--- src/hdl/tccs_addr_unit.sv ---
// Shared address adder: (a + b) modulo the cell count, both operands below it.
// No dependencies; instantiated by text_console_cursor_scroll_core.
`timescale 1ns / 1ps

module tccs_addr_unit #(
  parameter int CELLS = 2000,
  parameter int AW    = 11
) (
  input  logic [AW-1:0] a,
  input  logic [AW-1:0] b,
  output logic [AW-1:0] sum
);

  logic [AW:0] raw;
  logic [AW:0] wrapped;

  always_comb begin
    raw     = {1'b0, a} + {1'b0, b};
    wrapped = raw - (AW+1)'(CELLS);
    sum     = (raw >= (AW+1)'(CELLS)) ? wrapped[AW-1:0] : raw[AW-1:0];
  end

endmodule

--- config.mk ---
export PLATFORM = sky130hd
export DESIGN_NAME = tccs_addr_unit
export DESIGN_NICKNAME = d
export VERILOG_FILES = /design/src/hdl/tccs_addr_unit.sv
export SDC_FILE = /design/constraint.sdc
export NUM_CORES = 1
export LEC_CHECK = 0
export BUFFER_PORTS_ARGS = -buffer_cell sky130_fd_sc_hd__buf_2
export CAP_MARGIN = 25
export CELL_PAD_IN_SITES_DETAIL_PLACEMENT = 1
export CELL_PAD_IN_SITES_GLOBAL_PLACEMENT = 2
export CORE_MARGIN = 5
export CORE_UTILIZATION = 27
export DETAILED_ROUTE_END_ITERATION = 10
export MAX_ROUTING_LAYER = met4
export PLACE_DENSITY = 0.93
export SYNTH_ARGS = -nofsm -noshare
export SYNTH_HDL_FRONTEND = slang
export SYNTH_SLANG_ARGS = --single-unit
--- constraint.sdc ---
create_clock -name vclk -period 3.1
set_clock_uncertainty 0.1 [all_clocks]
set_input_delay 0.31 -clock vclk [all_inputs]
set_output_delay 0.31 -clock vclk [all_outputs]
set_load 0.005 [all_outputs]
==> qor.yml <==
grt_pass1_wl_um: 5319
grt_use_total: 0.1547
syn_nets: 147
core_um2: 2805
finalMaxSlewViolations: 0
power.static_leakage_nw: 0.6433
holdWs_ns: 0.8337
syn_avg_cell_area_um2: 7.293
holdBufCountCts: 0
yosys_warnings: 0
vias_per_cell: 5.462
status: "complete, no violations"
critPathKind: "in2out"
place.gp.congestion: 0.8755
cp-start-kind: "primary input"
rsz0062_at_grt: "true"
fin_crit_sh: 0.9890
io_pins: 33
clockPowerShare: 0
vdd_drop_max_mv: 0.1332
first_pass_iters: 5
min_period_ns: 3.066
grt_max_degree: 7
max_freq_mhz: 326.2
final_nets: 202
p_int_mw: 0.1975
die_w_um: 64.76
initial_core_util: 0.2886
regArea_um2: 0
netlist-cell-type-count: 39
areaGrowthSynthToFinish_pct: 64.61
power_density_nw_per_um2: 308.7
placedInstanceArea_um2: 1104
endpoint_kind: "primary output"
fin_area_um2: 1333
diodes: 0
max-cap-violations: 0
portBuffers: 33
netlist_area_um2: 809.5
num_vias: 1065
die_h_um: 64.76
seq_cell_count: 0
finalSetupViolations: 0
ys_seq_area_frac: 0
nClkBuffers: 0
postRouteAntennaNets: 0
setup-tns-final_ns: 0
net-switching-power_mw: 0.2138
synthCells: 111
cp_max_fo: 3
grt_pass1_vias: 1172
swShare: 0.5197
drive_gt1_frac: 0.5061
wl_per_cell_um: 15.96
antenna_found_initial: 0
drc: 0
overflow: 0
tightest_slew_ns: 0.3994
dr.first_iter.drc_count: 20
critPathRequiredTime_ns: 2.69
seqPwrFrac: 0
min_path_type: "in2out"
drt-total-wl_um: 3112
maxSlewHeadroom: 0.7329
arrival_ns: 2.66
hold_viol_final: 0
dpl.hpwl_um: 2415
p_comb_frac: 1.000
die-area_um2: 4193
row_count: 19
[final timing paths]
path | from | endpoint | slack [ns] | depth (start not counted)
hold / removal | a[0] | sum[0] | 0.83 | 3
setup / recovery | b[0] | sum[5] | 0.03 | 16
[cell type report]
class / instances / area, µm²
Fill cell: 359 / 1473
Multi-Input combinational cell: 103 / 932.1
Timing Repair Buffer: 53 / 331.6
Tap cell: 31 / 38.79
Inverter: 8 / 30.03
[power by group through the flow]
| stage | logic, mW | registers [mW] | clock network (mW) |
|---|---|---|---|
| after floorplan | 0.203 | 0 | 0 |
| final | 0.411 | 0 | 0 |
| after global routing | 0.451 | 0 | 0 |
| after CTS | 0.368 | 0 | 0 |
| after detailed placement | 0.325 | 0 | 0 |
| after global placement | 0.313 | 0 | 0 |
[critical path, cell delays in order]
cell      delay [ns]
buf_6           0.07
ha_4            0.13
inv_2           0.04
fa_2            0.36
nor2b_4         0.15
o21ai_2         0.06
nand2b_1        0.10
xnor2_2         0.08
inv_1           0.06
ha_2            0.16
nand2_2         0.06
o41ai_4         0.23
nand3_2         0.20
o31ai_4         0.30
mux2i_1         0.21
buf_2           0.13
[logic make-up (layout without fill, tap and decap cells)]
logic type / Yosys count / count (layout) / synth area share
xor gates and xnor gates: 5 / 5 / 0.06338
AOI/OAI and AO/OA: 37 / 37 / 0.3416
muxes: 2 / 2 / 0.02473
buffers and inverters: 8 / 61 / 0.03710
and+or+nand+nor: 45 / 45 / 0.3076
adders and majority gates: 14 / 14 / 0.2257
[through the flow]
stage | utilization | setup slack (ns) | instances | total power [mW]
3_5_place_dp | 0.3934 | -0.2026 | 187 | 0.3248
4_1_cts | 0.4398 | -0.09016 | 193 | 0.3676
5_1_grt | 0.4750 | -0.1237 | 195 | 0.4515
6_report | 0.4750 | 0.03420 | 195 | 0.4113
2_1_floorplan | - | 0.1591 | 111 | 0.2030
3_3_place_gp | 0.3934 | -0.08580 | 187 | 0.3126
[Yosys cell counts, types with 2 or more instances]
library cell	n	area (µm²)
a211o_1	2	17.52
xnor2_1	3	26.28
nor2_1	9	33.78
or3_1	2	12.51
nand3_2	2	20.02
a211oi_2	2	25.02
inv_1	8	30.03
o311ai_1	2	17.52
nor3_1	2	10.01
a21o_1	5	37.54
o211ai_1	2	15.01
mux2i_1	2	20.02
a31oi_1	3	18.77
nand3_1	8	40.04
nand2_1	11	41.29
and2_1	3	18.77
o21ai_0	5	25.02
ha_1	13	162.7
a21oi_1	6	30.03
nand2b_1	2	12.51
[metal layers]
metal  global-route usage  routed length [µm]  vias to the layer above
met3             0.005181                 104                        0
met5                    -                   0                        -
met2               0.2989                1714                       24
li1                     -                   -                      528
met4                    0                   0                        0
met1               0.1882                1293                      513
[cell usage in the layout (no fill, tap or decap), types with 2 or more instances in the layout]
cell       n
a211oi_4   2
a211o_1    2
nor2_1     8
mux2i_1    2
a21o_1     5
a31oi_1    3
o211ai_1   2
buf_2     31
ha_2       2
ha_4       3
xnor2_2    2
buf_4     19
o21ai_1    2
and2_1     3
inv_1      6
nand2_1   10
o21ai_2    3
ha_1       8
xnor2_1    2
nand3_1    8
inv_2      2
buf_6      3
a21oi_1    6
nand3_2    2
nand2b_1   2
[what timing repair did]
action	in CTS	in global routing
pin swaps	17	15
gates resized for setup	20	16
endpoints found under the setup margin	7	7
setup buffers	6	2
Power figures use the tool's default switching activity.
